==> src/rtl/sidt_pkg.sv <==
// ----------------------------------------------------------------------------
// sidt_pkg
// Shared types and codes of the session identifier table.
// ----------------------------------------------------------------------------
package sidt_pkg;

    // width of one session identifier
    localparam int ID_W = 32;

    // request opcodes, the last one is unused and leaves the table alone
    typedef enum logic [1:0] {
        OP_INSERT = 2'd0,
        OP_LOOKUP = 2'd1,
        OP_REMOVE = 2'd2,
        OP_UNUSED = 2'd3
    } t_opcode;

    // result status codes
    typedef enum logic [1:0] {
        ST_OK      = 2'd0,
        ST_MISSING = 2'd1,
        ST_ZERO    = 2'd2,
        ST_DUP     = 2'd3
    } t_status;

    // sequencer states
    typedef enum logic [1:0] {
        S_IDLE,
        S_SCAN,
        S_SHIFT,
        S_FIN
    } t_state;

endpackage

==> src/rtl/sidt_slot_ram.sv <==
// ----------------------------------------------------------------------------
// sidt_slot_ram
// Slot storage: one write port and one registered read port.
// ----------------------------------------------------------------------------
module sidt_slot_ram
    import sidt_pkg::*;
#(
    parameter int DEPTH = 10,
    parameter int AW    = 4
) (
    input  logic            i_clk,
    input  logic            i_wr_en,
    input  logic [AW-1:0]   i_wr_addr,
    input  logic [ID_W-1:0] i_wr_data,
    input  logic            i_rd_en,
    input  logic [AW-1:0]   i_rd_addr,
    output logic [ID_W-1:0] o_rd_data
);

    logic [ID_W-1:0] r_mem [DEPTH];
    logic [ID_W-1:0] r_rd_data;

    // write port
    always_ff @(posedge i_clk) begin
        if (i_wr_en) begin
            r_mem[i_wr_addr] <= i_wr_data;
        end
    end

    // registered read port, holds its data between reads
    always_ff @(posedge i_clk) begin
        if (i_rd_en) begin
            r_rd_data <= r_mem[i_rd_addr];
        end
    end

    assign o_rd_data = r_rd_data;

endmodule

==> src/rtl/session_id_table_core.sv <==
// ----------------------------------------------------------------------------
// session_id_table_core
// Ring-filled table of session identifiers with lookup and compacting remove.
// ----------------------------------------------------------------------------
// zero identifier or unused opcode go straight to the finish state; insert and lookup
// walk the live slots one slot per cycle, and remove also shifts the later slots down
// one item at a time; the next item is taken once the result is registered
// a finished result may wait in the output register; a later result then waits in the finish state
// reset clears count, pointer and handshake state; slots past the count are
// never read, so the slot memory needs no clearing pass
module session_id_table_core
    import sidt_pkg::*;
#(
    parameter int SLOT_COUNT = 10
) (
    input  logic            i_clk,
    input  logic            i_rst_n,
    input  logic            i_in_valid,
    output logic            o_in_ready,
    input  logic [1:0]      i_opcode,
    input  logic [ID_W-1:0] i_session_id,
    output logic            o_out_valid,
    input  logic            i_out_ready,
    output logic [1:0]      o_status,
    output logic            o_replaced_live,
    output logic [3:0]      o_live_count
);

    localparam int IW = $clog2(SLOT_COUNT);
    localparam int CW = $clog2(SLOT_COUNT + 1);
    localparam logic [CW-1:0] FULL = CW'(SLOT_COUNT);
    localparam logic [IW-1:0] LAST = IW'(SLOT_COUNT - 1);

    t_state          r_state, n_state;
    logic [1:0]      r_opcode, n_opcode;
    logic [ID_W-1:0] r_key, n_key;
    logic [CW-1:0]   r_count, n_count;
    logic [IW-1:0]   r_ptr, n_ptr;
    logic [CW-1:0]   r_rd_idx, n_rd_idx;
    logic            r_pend, n_pend;
    logic [IW-1:0]   r_wr_idx, n_wr_idx;
    t_status         r_res_status, n_res_status;
    logic            r_res_repl, n_res_repl;
    logic            r_out_vld, n_out_vld;
    t_status         r_out_status, n_out_status;
    logic            r_out_repl, n_out_repl;
    logic [3:0]      r_out_count, n_out_count;

    logic            mem_wr_en;
    logic [IW-1:0]   mem_wr_addr;
    logic [ID_W-1:0] mem_wr_data;
    logic            mem_rd_en;
    logic [IW-1:0]   mem_rd_addr;
    logic [ID_W-1:0] mem_rd_data;

    logic            in_accept;
    logic            imm_done;
    logic            hit;
    logic            more;
    logic            out_free;
    logic [CW-1:0]   cnt_dec;
    logic [CW-1:0]   rd_dec;
    logic [CW+3:0]   cnt_ext;

    sidt_slot_ram #(
        .DEPTH (SLOT_COUNT),
        .AW    (IW)
    ) u_ram (
        .i_clk     (i_clk),
        .i_wr_en   (mem_wr_en),
        .i_wr_addr (mem_wr_addr),
        .i_wr_data (mem_wr_data),
        .i_rd_en   (mem_rd_en),
        .i_rd_addr (mem_rd_addr),
        .o_rd_data (mem_rd_data)
    );

    // shared conditions
    assign in_accept = i_in_valid && o_in_ready;
    assign imm_done  = (i_session_id == '0) || (i_opcode == OP_UNUSED);
    assign hit       = r_pend && (mem_rd_data == r_key);
    assign more      = r_rd_idx < r_count;
    assign out_free  = !r_out_vld || i_out_ready;
    assign cnt_dec   = r_count - 1'b1;
    assign rd_dec    = r_rd_idx - 1'b1;
    assign cnt_ext   = {4'b0, r_count};

    // next state
    always_comb begin
        n_state = r_state;
        case (r_state)
            S_IDLE: begin
                if (in_accept) begin
                    n_state = imm_done ? S_FIN : S_SCAN;
                end
            end
            S_SCAN: begin
                if (hit) begin
                    n_state = (r_opcode == OP_REMOVE) ? S_SHIFT : S_FIN;
                end else if (!more) begin
                    n_state = S_FIN;
                end
            end
            S_SHIFT: begin
                if (!more) begin
                    n_state = S_FIN;
                end
            end
            S_FIN: begin
                if (out_free) begin
                    n_state = S_IDLE;
                end
            end
            default: n_state = S_IDLE;
        endcase
    end

    // datapath and memory control
    always_comb begin
        n_opcode     = r_opcode;
        n_key        = r_key;
        n_count      = r_count;
        n_ptr        = r_ptr;
        n_rd_idx     = r_rd_idx;
        n_pend       = r_pend;
        n_wr_idx     = r_wr_idx;
        n_res_status = r_res_status;
        n_res_repl   = r_res_repl;
        n_out_vld    = r_out_vld && !i_out_ready;
        n_out_status = r_out_status;
        n_out_repl   = r_out_repl;
        n_out_count  = r_out_count;
        mem_wr_en    = 1'b0;
        mem_wr_addr  = r_wr_idx;
        mem_wr_data  = mem_rd_data;
        mem_rd_en    = 1'b0;
        mem_rd_addr  = r_rd_idx[IW-1:0];
        case (r_state)
            S_IDLE: begin
                if (in_accept) begin
                    n_opcode   = i_opcode;
                    n_key      = i_session_id;
                    n_rd_idx   = '0;
                    n_pend     = 1'b0;
                    n_res_repl = 1'b0;
                    if (i_session_id == '0 && i_opcode != OP_UNUSED) begin
                        n_res_status = ST_ZERO;
                    end else begin
                        n_res_status = ST_MISSING;
                    end
                end
            end
            S_SCAN: begin
                if (hit) begin
                    // match found in the slot read last cycle
                    n_pend = 1'b0;
                    case (r_opcode)
                        OP_INSERT: n_res_status = ST_DUP;
                        OP_LOOKUP: n_res_status = ST_OK;
                        OP_REMOVE: begin
                            n_res_status = ST_OK;
                            n_wr_idx     = rd_dec[IW-1:0];
                        end
                        default: n_res_status = ST_MISSING;
                    endcase
                end else if (more) begin
                    // fetch the next live slot
                    mem_rd_en = 1'b1;
                    n_rd_idx  = r_rd_idx + 1'b1;
                    n_pend    = 1'b1;
                end else begin
                    // walk ended without a match
                    n_pend = 1'b0;
                    if (r_opcode == OP_INSERT) begin
                        mem_wr_en    = 1'b1;
                        mem_wr_addr  = r_ptr;
                        mem_wr_data  = r_key;
                        n_res_status = ST_OK;
                        n_res_repl   = (r_count == FULL);
                        if (r_count != FULL) begin
                            n_count = r_count + 1'b1;
                        end
                        n_ptr = (r_ptr == LAST) ? '0 : r_ptr + 1'b1;
                    end else begin
                        n_res_status = ST_MISSING;
                    end
                end
            end
            S_SHIFT: begin
                // move each later slot down by one
                if (r_pend) begin
                    mem_wr_en   = 1'b1;
                    mem_wr_addr = r_wr_idx;
                    mem_wr_data = mem_rd_data;
                    n_wr_idx    = r_wr_idx + 1'b1;
                end
                if (more) begin
                    mem_rd_en = 1'b1;
                    n_rd_idx  = r_rd_idx + 1'b1;
                    n_pend    = 1'b1;
                end else begin
                    n_pend  = 1'b0;
                    n_count = cnt_dec;
                    n_ptr   = cnt_dec[IW-1:0];
                end
            end
            S_FIN: begin
                if (out_free) begin
                    n_out_vld    = 1'b1;
                    n_out_status = r_res_status;
                    n_out_repl   = r_res_repl;
                    n_out_count  = cnt_ext[3:0];
                end
            end
            default: begin
                n_pend = 1'b0;
            end
        endcase
    end

    // control registers
    always_ff @(posedge i_clk) begin
        if (!i_rst_n) begin
            r_state   <= S_IDLE;
            r_count   <= '0;
            r_ptr     <= '0;
            r_pend    <= 1'b0;
            r_out_vld <= 1'b0;
        end else begin
            r_state   <= n_state;
            r_count   <= n_count;
            r_ptr     <= n_ptr;
            r_pend    <= n_pend;
            r_out_vld <= n_out_vld;
        end
    end

    // payload registers
    always_ff @(posedge i_clk) begin
        r_opcode     <= n_opcode;
        r_key        <= n_key;
        r_rd_idx     <= n_rd_idx;
        r_wr_idx     <= n_wr_idx;
        r_res_status <= n_res_status;
        r_res_repl   <= n_res_repl;
        r_out_status <= n_out_status;
        r_out_repl   <= n_out_repl;
        r_out_count  <= n_out_count;
    end

    assign o_in_ready      = (r_state == S_IDLE);
    assign o_out_valid     = r_out_vld;
    assign o_status        = r_out_status;
    assign o_replaced_live = r_out_repl;
    assign o_live_count    = r_out_count;

endmodule

==> config.mk <==
export PLATFORM = sky130hd
export DESIGN_NAME = session_id_table_core
export DESIGN_NICKNAME = d
export VERILOG_FILES = /design/src/rtl/sidt_pkg.sv /design/src/rtl/sidt_slot_ram.sv /design/src/rtl/session_id_table_core.sv
export SDC_FILE = /design/constraint.sdc
export NUM_CORES = 1
export LEC_CHECK = 0
export ABC_AREA = 1
export BUFFER_PORTS_ARGS = -buffer_cell sky130_fd_sc_hd__buf_2
export CORE_AREA = 10 10 189 191
export DETAILED_ROUTE_END_ITERATION = 12
export DIE_AREA = 0 0 199 201
export PLACE_DENSITY = 0.71
export RECOVER_POWER = 100
export SYNTH_ARGS = -nofsm -noshare
export SYNTH_HDL_FRONTEND = slang
export SYNTH_SLANG_ARGS = --single-unit
==> constraint.sdc <==
create_clock -name i_clk -period 4.2 [get_ports i_clk]
set_input_delay 0 -clock i_clk [delete_from_list [all_inputs] [get_ports i_clk]]
set_output_delay 0 -clock i_clk [all_outputs]
set_load 0.01 [all_outputs]
* Word-level counts from Yosys, hierarchy flattened
Memories as Yosys holds them, arrays and structs flattened. A register that Yosys moved wholly into a read port is not among the register bits.
Cells that the tools add are included.
** Word-level totals
- Register bits :: 64
- Bits in latches :: 0
- Word-level logic and storage cells :: 128
- RAM bits :: 320
- Memories kept :: 1
- Output and inout port bits :: 9
- Memory bits (read-only) :: 0
** Operators by class
- Add/subtract/negate cells :: 6
- Shift operators :: 0
- Reduce and logical (&&, ||, !) cells :: 25
- Order comparisons :: 1
- Bitwise operators :: 0
- Divide/modulo/power cells :: 0
- Equality and inequality tests :: 22
- Multipliers :: 0
- Muxes and demuxes :: 59
** Memories
- u_ram.r_mem :: words 10, width 32, rd ports 1, clocked after Yosys merged registers in 1, wr ports 1, line sidt_slot_ram.sv:20 : logic [ID_W-1:0] r_mem [DEPTH];
** Operator list (number)
- $mux W32 :: 4
- $mux W4 :: 19
- $eq A32 B32 Y1 :: 1
- $logic_not A32 Y1 :: 1
- $pmux W4 S2 :: 3
- $ne A2 B2 Y1 const B :: 10
- $mux W2 :: 9
- $add A4 B1 Y4 const B :: 4
- $mux W1 :: 16
- $pmux W4 S3 :: 1
- $reduce_and A5 Y1 :: 2
- $eq A2 B2 Y1 const B :: 4
- $eq A4 B4 Y1 const B :: 2
- $pmux W2 S2 :: 2
- $pmux W2 S4 :: 1
- $reduce_and A2 Y1 :: 4
- $sub A4 B1 Y4 const B :: 2
- $pmux W1 S2 :: 3
- $reduce_and A3 Y1 :: 2
- $reduce_and A6 Y1 :: 1
- $eq A2 B1 Y1 const B :: 2
- $logic_and A1 B1 Y1 :: 4
- $logic_not A2 Y1 :: 2
- $lt A4 B4 Y1 :: 1
- other kinds (10) :: 13

* Longest topological paths before layout
Gate-level depths: netlist (run 1).
- Depth in word-level cells :: 7
- Mapped depth :: 15

* Hierarchy
A second synthesis (run 1) with hierarchy kept.
** Second synthesis, totals
- Cell total of the unflattened synthesis :: 1791
- Area, all modules :: 18441.4 µm²
** Modules (own cells, without submodules)
- sidt_slot_ram :: seq. area each 10570.1 µm², cells each 1271, times used 1, area each 14432.6 µm²
- session_id_table_core :: seq. area each 1801.7 µm², cells each 520, times used 1, area each 4008.8 µm²

* Worst setup path after synthesis (run 1)
OpenSTA, ideal clock, no wires.
- Path kind :: reg-to-reg
- From :: register r_count[1]
- To :: memory u_ram.r_mem[0][0] (enable)
- Setup slack :: 0.721 ns
- Required time :: 3.779 ns
- Arrival :: 3.058 ns
- Cell stages (with the launch flop) :: 13
- Clock period less this slack :: 3.479 ns
- Path through :: dfxtp_1 > inv_1 > ha_1 > o21ai_1 > nand2_1 > nand3_1 > nand2_1 > inv_2 > nor2_4 > nand3_4 > a21oi_1 > nand3_2 > nor2_1
** On the way
- Word-level cells in the longest chain between the ends :: 6
- Elaborated cells on any way between the ends :: 9
** RTL lines
- from (decl) :: line session_id_table_core.sv:37 : logic [CW-1:0] r_count, n_count;
- from (signal assigned) :: line session_id_table_core.sv:231 : r_count <= n_count;
- $lt A4 B4 Y1 * :: line session_id_table_core.sv:82 : assign more = r_rd_idx < r_count;
- $mux W1 :: line session_id_table_core.sv:166 : end else if (more) begin
- $mux W1 :: line session_id_table_core.sv:154 : if (hit) begin
- $pmux W1 S2 :: line session_id_table_core.sv:138 : case (r_state)
- $mux W1 :: line sidt_slot_ram.sv:25 : if (i_wr_en) begin
- $mux W1 (not written as such) :: line sidt_slot_ram.sv:26 : r_mem[i_wr_addr] <= i_wr_data;
- to (decl) :: line sidt_slot_ram.sv:20
Every way passes the cells marked *; elsewhere a longest branch is shown, timed or not.

* Worst setup path after layout (run 1)
- From :: register r_rd_idx[0] (netlist: mem_rd_addr[0])
- To :: register u_ram.r_rd_data[10] (netlist: u_ram.o_rd_data[10]) (read register of u_ram.r_mem) (data pin)
** On the way
- Word-level cells in the longest chain between the ends :: 4
** RTL lines
- from (decl) :: line session_id_table_core.sv:39 : logic [CW-1:0] r_rd_idx, n_rd_idx;
- from (signal assigned) :: line session_id_table_core.sv:242 : r_rd_idx <= n_rd_idx;
- $lt A4 B4 Y1 :: line session_id_table_core.sv:82
- $mux W1 :: line session_id_table_core.sv:166, session_id_table_core.sv:197
- $mux W1 :: line session_id_table_core.sv:154
- $pmux W1 S2 :: line session_id_table_core.sv:138
- to (decl) :: line sidt_slot_ram.sv:21 : logic [ID_W-1:0] r_rd_data;
Parallel ways exist; a longest one is shown, timed or not.
A chain may end at the register's enable or synchronous reset.

==> flow_summary.json, run 1 <==
{
  "run_status": "finished with violations",
  "failed_checks": "capacitance limit, slew limit",
  "slew_headroom": -0.5826,
  "finalCritPeriodShare": 0.8903,
  "setup.worst_path.end_class": "register",
  "final-instance-count-excl-fill": 1959,
  "drt-initial-drc-count": 1239,
  "ir_worst_vdd_v": 0.0004917,
  "placeable_core_region_mm2": 0.03204,
  "clk_root_buffer_cell": "sky130_fd_sc_hd__clkbuf_16",
  "total_leakage_power_nw": 6.837,
  "finalCoreUtilization": 0.6110,
  "post_cts_resize_count": 0,
  "ios": 47,
  "globalplace.congestion": 0.8513,
  "critical_path_required_ps": 4480,
  "firstDrtPassIters": 5,
  "drv_cap": 2,
  "worst_margin_slew_ps": 2374,
  "via_density_per_instance": 5.946,
  "total_power_mw": 13.18,
  "cts_post_setup_buffers_inserted": 0,
  "port_buffers": 46,
  "grt_pass1_wl_um": 65960,
  "synth_cells": 1442,
  "routed-wl-met2_um": 21530,
  "wl_um": 43550,
  "critical_path.max_fanout": 123,
  "worstHoldPathType": "in2reg",
  "wire_per_inst_um": 22.23,
  "cts-root-to-sink-buffers": 3,
  "layout-drive-gt1-share": 0.07290,
  "maximum_number_of_pins_on_one_net_before_global_route_repair": 124,
  "cts_tree": "built",
  "worstHoldEndpoint": "r_key[20]",
  "synth_top_cells_by_area": "sky130_fd_sc_hd__edfxtp_1 70%, sky130_fd_sc_hd__o21ai_0 7.2%, sky130_fd_sc_hd__nor2_1 5.2%",
  "synth.most_common_cell": "sky130_fd_sc_hd__edfxtp_1",
  "cp-start-kind": "register",
  "timing.final.crit_period_ps": 3739,
  "rr_endpoint": "u_ram.o_rd_data[10]",
  "fmax_mhz": 267.4,
  "hold_path_startpoint": "i_session_id[20]",
  "detailedPlace.worstSlack_ps": 765.9,
  "worst_r2r_startpoint": "mem_rd_addr[0]",
  "routed.top_layer": "met4",
  "rows": 66,
  "hold-path-cell-count": 2,
  "synth-seq-area-share": 0.7175,
  "cts_made_buffers": 43,
  "postSynthAreaPerCell_um2": 11.96,
  "grt_pass1_vias": 11354,
  "worst-setup-path-type": "reg2reg",
  "design.die.area_mm2": 0.04000,
  "synth-async-reset-ratio": 0,
  "drt.antenna.violating_nets": 0,
  "worst_setup_hold_path_clk_slew_ps": 60,
  "route.vias.total": 11648,
  "cts.htree.levels": 2,
  "placed_cell_area_mm2": 0.01800,
  "dp_hpwl_um": 24970,
  "cp_data_arrival_time_ps": 4020,
  "design_area_mm2": 0.01958,
  "fp.dieH_um": 201,
  "syn2layout_area_growth_pct": 13.54,
  "netlist.area_leader.share": 0.7036,
  "fin_worst_hold_slack_ps": 190.3,
  "finalClockSkew_ps": 14.94,
  "timing_hold_violations_final": 0,
  "logic_depth_of_the_worst_register_to_register_path": 7,
  "synth.ff_latch_count": 416,
  "worstSkewPairLatency_ps": 550,
  "post_synth_edffs": 404,
  "setup_viol": 0,
  "post-synth-top-area-cell": "sky130_fd_sc_hd__edfxtp_1",
  "dieWidth_um": 199,
  "setup_ws_post_layout_ps": 460.9,
  "gr-total-overflow": 0,
  "met3_length_um": 3391,
  "timing_max_transition_violations_final": 87,
  "number_of_antenna_violations_at_the_first_check_in_global_routing": 1,
  "rsz0062_at_grt": "false",
  "grt_usage": 0.2151,
  "final_nets": 1575,
  "tritoncts_num_sinks": 416,
  "synthesis.nets": 1496,
  "fin_setup_tns_ps": 0,
  "start_util": 0.5382,
  "synth.cell_area_mm2": 0.01724,
  "total_number_of_yosys_warnings": 0,
  "detail_route.drc_violations": 0,
  "netlist_top_cells_count": "404 x sky130_fd_sc_hd__edfxtp_1, 249 x sky130_fd_sc_hd__o21ai_0, 238 x sky130_fd_sc_hd__nor2_1",
  "reg2reg_slack_ps": 460,
  "post_synth_num_cell_types": 34,
  "post-place-cells": 1846,
  "drt-met1-wl_um": 17380,
  "synth_ff_type": "sky130_fd_sc_hd__edfxtp_1",
  "cellPowerDensity_mw_per_mm2": 673.4
}
[placed cells by master (no fill, tap or decap), drive strengths merged]
cell type	n
bufinv	2
nand2	157
nor4	8
xor2	6
o21bai	1
o21ai	255
and3	1
ha	16
inv	101
nand4	9
nor3	1
o221ai	2
clkinvlp	1
clkbuf	111
nand3	17
buf	21
o22ai	99
clkinv	13
a21oi	24
diode	1
dfxtp	12
or2	1
edfxtp	404
nor2	241
dlygate4sd3	38
xnor2	9
[registers in the layout, indices dropped and copies added, names as in the netlist, 4 cells and up]
register and count:
o_live_count 4, r_wr_idx 4, r_ptr 4, u_ram.o_rd_data 32, mem_rd_addr 4, u_ram.r_mem 320
r_count 4, r_key 32
[logic make-up after synthesis]
group | Yosys count | synth area share
AO/OA/AOI/OAI | 381 | 0.1190
XOR/XNOR | 15 | 0.007619
adder cells (fa/ha/maj) | 16 | 0.01161
buffers and inverters | 179 | 0.04172
flip-flops | 416 | 0.7175
AND/OR/NAND/NOR | 435 | 0.1025
[cell type report]
| class | instances | area [um2] |
|---|---|---|
| inverters | 103 | 389.1 |
| multi-input cells | 847 | 4202 |
| repair buffers | 110 | 798.3 |
| well taps | 408 | 510.5 |
| clock buffers | 60 | 1182 |
| fillers | 2468 | 12460 |
| diodes | 1 | 2.502 |
| flip-flops and latches | 416 | 12370 |
| clock inverters | 14 | 121.4 |
[worst max-delay path: stages, from the launching register on]
cell and delay, ps:
sky130_fd_sc_hd__edfxtp_1 340, sky130_fd_sc_hd__buf_4 800, sky130_fd_sc_hd__inv_4 390, sky130_fd_sc_hd__clkbuf_4 860, sky130_fd_sc_hd__o21ai_0 470, sky130_fd_sc_hd__o22ai_1 120
sky130_fd_sc_hd__o21ai_0 290, sky130_fd_sc_hd__o22ai_1 120
[timing repair]
item / CTS / global route
hold endpoints to repair: 48 / 0
setup endpoints to repair: 0 / 0
hold buffers: 38 / 0
[per-layer routing]
metal,GRT usage,up-vias
met5,0,-
met4,0.08068,0
met3,0.03034,83
met2,0.3557,540
met1,0.2821,5705
li1,-,5320
[worst max path at each step]
stage,from,end,depth (start not counted)
2_1_floorplan,r_count[1],u_ram.r_mem[0][0],12
3_3_place_gp,r_count[1],u_ram.r_mem[8][9],13
3_5_place_dp,r_count[1],u_ram.r_mem[8][12],13
4_1_cts,r_count[1],u_ram.r_mem[0][12],13
5_1_grt,mem_rd_addr[0],u_ram.o_rd_data[19],7
6_report,mem_rd_addr[0],u_ram.o_rd_data[10],7
[where the power goes]
group | total [mW] | internal (mW) | switching (mW)
Clock | 3.60 | 2.08 | 1.52
Sequential | 5.62 | 5.40 | 0.222
Combinational | 3.97 | 1.08 | 2.89
Power figures use the tool's default switching activity.
==> inputs of run 2 (changes only) <==
CELL_PAD_IN_SITES_DETAIL_PLACEMENT = 0   (was not set)
CELL_PAD_IN_SITES_GLOBAL_PLACEMENT = 1   (was not set)
CORE_AREA = 10 10 195 197   (was 10 10 189 191)
DIE_AREA = 0 0 205 207   (was 0 0 199 201)
PLACE_DENSITY = not set   (was 0.71)
PLACE_DENSITY_LB_ADDON = 0.1   (was not set)
==> flow_summary.json, run 2 (synthesized netlist as in run 1, its figures left out) <==
{
  "run_status": "finished with violations",
  "failed_checks": "capacitance limit, slew limit",
  "cts_tree": "built",
  "final-instance-count-excl-fill": 2018,
  "largest_register_ffs": 320,
  "cellPowerDensity_mw_per_mm2": 682.0,
  "logic_depth_of_the_worst_register_to_register_path": 10,
  "drt.antenna.violating_nets": 0,
  "route.vias.total": 11241,
  "slew_headroom": -0.2523,
  "critical_path_required_ps": 4400,
  "hold-path-cell-count": 2,
  "worst_margin_slew_ps": 1876,
  "timing.critical_path.buf_inv": 2,
  "rows": 68,
  "hold_path_startpoint": "i_opcode[1]",
  "grt_pass1_vias": 10776,
  "crit_family": "simple AND/OR/NAND/NOR gates",
  "antennaDiodeCount": 0,
  "number_of_antenna_violations_at_the_first_check_in_global_routing": 0,
  "maximum_number_of_pins_on_one_net_before_global_route_repair": 164,
  "design.die.area_mm2": 0.04244,
  "reg2reg_slack_ps": 520,
  "timing_max_transition_violations_final": 120,
  "final_nets": 1588,
  "setup_viol": 0,
  "post-place-cells": 1906,
  "registers.top_by_ff_count": "u_ram.r_mem",
  "commonest_non_fill_non_tap_cell_in_the_layout": "sky130_fd_sc_hd__edfxtp_1",
  "drv_cap": 3,
  "placeable_core_region_mm2": 0.03412,
  "wl_um": 44270,
  "grt_pass1_wl_um": 66260,
  "timing.final.crit_period_ps": 3683,
  "worstSkewPairLatency_ps": 550,
  "dp_hpwl_um": 27260,
  "rr_endpoint": "u_ram.r_mem[8][21]",
  "syn2layout_area_growth_pct": 14.71,
  "critical_path.max_fanout": 64,
  "layout-drive-gt1-share": 0.07614,
  "cts.htree.levels": 2,
  "start_util": 0.5054,
  "cts_made_buffers": 43,
  "detail_route.drc_violations": 0,
  "ir_worst_vdd_v": 0.0005403,
  "cp_data_arrival_time_ps": 3880,
  "gr-total-overflow": 0,
  "worst-setup-path-type": "reg2reg",
  "dieWidth_um": 205,
  "post_cts_resize_count": 0,
  "path_common_cell": "sky130_fd_sc_hd__nor2_1",
  "finalClockSkew_ps": 19.28,
  "setup.worst_path.end_class": "register",
  "fin_setup_tns_ps": 0,
  "wire_per_inst_um": 21.94,
  "worst_setup_hold_path_clk_slew_ps": 60,
  "total_power_mw": 13.49,
  "cts-root-to-sink-buffers": 3,
  "cp-start-kind": "register",
  "finalCritPeriodShare": 0.8769,
  "fmax_mhz": 271.5,
  "final_cell_mix": "404 x sky130_fd_sc_hd__edfxtp_1, 251 x sky130_fd_sc_hd__o21ai_0, 229 x sky130_fd_sc_hd__nor2_1",
  "largest_stage_delay_on_the_critical_path_ps": 800,
  "globalplace.congestion": 0.8302,
  "via_density_per_instance": 5.570,
  "grt_usage": 0.2055,
  "ios": 47,
  "rsz0062_at_grt": "false",
  "timing_hold_violations_final": 0,
  "worstPathCellList": "inv_1, o21ai_0, nor2_1, nand2_1, nor2_1, nand3_1, nand3_4, buf_4, nor2_1, a21oi_1",
  "cp_slowest_cell": "sky130_fd_sc_hd__a21oi_1",
  "clk_root_buffer_cell": "sky130_fd_sc_hd__clkbuf_16",
  "total_leakage_power_nw": 6.916,
  "tritoncts_num_sinks": 416,
  "worstHoldEndpoint": "r_opcode[1]",
  "worstHoldPathType": "in2reg",
  "fp.dieH_um": 207,
  "drt-initial-drc-count": 1087,
  "firstDrtPassIters": 5,
  "worst_r2r_startpoint": "r_key[16]",
  "port_buffers": 46
}
-- run 2: worst max path at each step --
| stage | start | end | slack, ps | depth (start not counted) |
|---|---|---|---|---|
| after floorplan | r_count[1] | u_ram.r_mem[0][0] | 720 | 12 |
| after global placement | r_count[1] | u_ram.r_mem[8][17] | 810 | 14 |
| after detailed placement | r_count[1] | u_ram.r_mem[8][13] | 760 | 14 |
| after CTS | r_count[1] | u_ram.r_mem[8][17] | 760 | 14 |
| after global routing | r_key[16] | u_ram.r_mem[9][7] | 210 | 10 |
| final | r_key[16] | u_ram.r_mem[8][21] | 520 | 10 |
-- run 2: metrics by stage --
| step | area, um2 | setup WS [ps] | hold WS (ps) | utilization |
|---|---|---|---|---|
| 2_1_floorplan | 17240 | 721.1 | 98.87 | - |
| 3_3_place_gp | 18190 | 808.5 | 193.2 | 0.5332 |
| 3_5_place_dp | 18190 | 762.7 | 193.8 | 0.5332 |
| 4_1_cts | 19960 | 763.6 | 149.6 | 0.5850 |
| 5_1_grt | 19780 | 205.0 | 178.1 | 0.5797 |
| 6_report | 19780 | 517.2 | 181.0 | 0.5797 |
-- run 2: worst register-to-register path, stage by stage, from the launching register on --
cell                       delay, ps
sky130_fd_sc_hd__edfxtp_1        360
sky130_fd_sc_hd__inv_1           140
sky130_fd_sc_hd__o21ai_0          90
sky130_fd_sc_hd__nor2_1          230
sky130_fd_sc_hd__nand2_1          80
sky130_fd_sc_hd__nor2_1          150
sky130_fd_sc_hd__nand3_1         460
sky130_fd_sc_hd__nand3_4         340
sky130_fd_sc_hd__buf_4           550
sky130_fd_sc_hd__nor2_1          120
sky130_fd_sc_hd__a21oi_1         800
-- run 2: layer usage --
metal  wire (um)  global-route usage
met5           0                   0
met2       19320              0.2970
met1       20660              0.3086
met4         913             0.05585
met3        3368             0.04104
-- run 2: final cells by class --
type	instances	area [um2]
fill	2798	14340
tap	455	569.3
clock inverter	19	232.7
timing repair buffer	123	899.6
clock buffer	55	1152
sequential	416	12370
inverter	103	389.1
multi-input combinational	847	4164
-- run 2: report_power, final --
group	internal (mW)	switching (mW)	total, mW	leakage (nW)
Clock	2.24	1.53	3.77	0.679
Combinational	1.10	3.02	4.12	2.48
Sequential	5.39	0.207	5.60	3.76
Total	8.74	4.75	13.5	6.92
-- run 2: what timing repair did --
item	in CTS	in global routing
endpoints found under the hold margin	47	0
hold buffers	38	0
buffers inserted	0	0
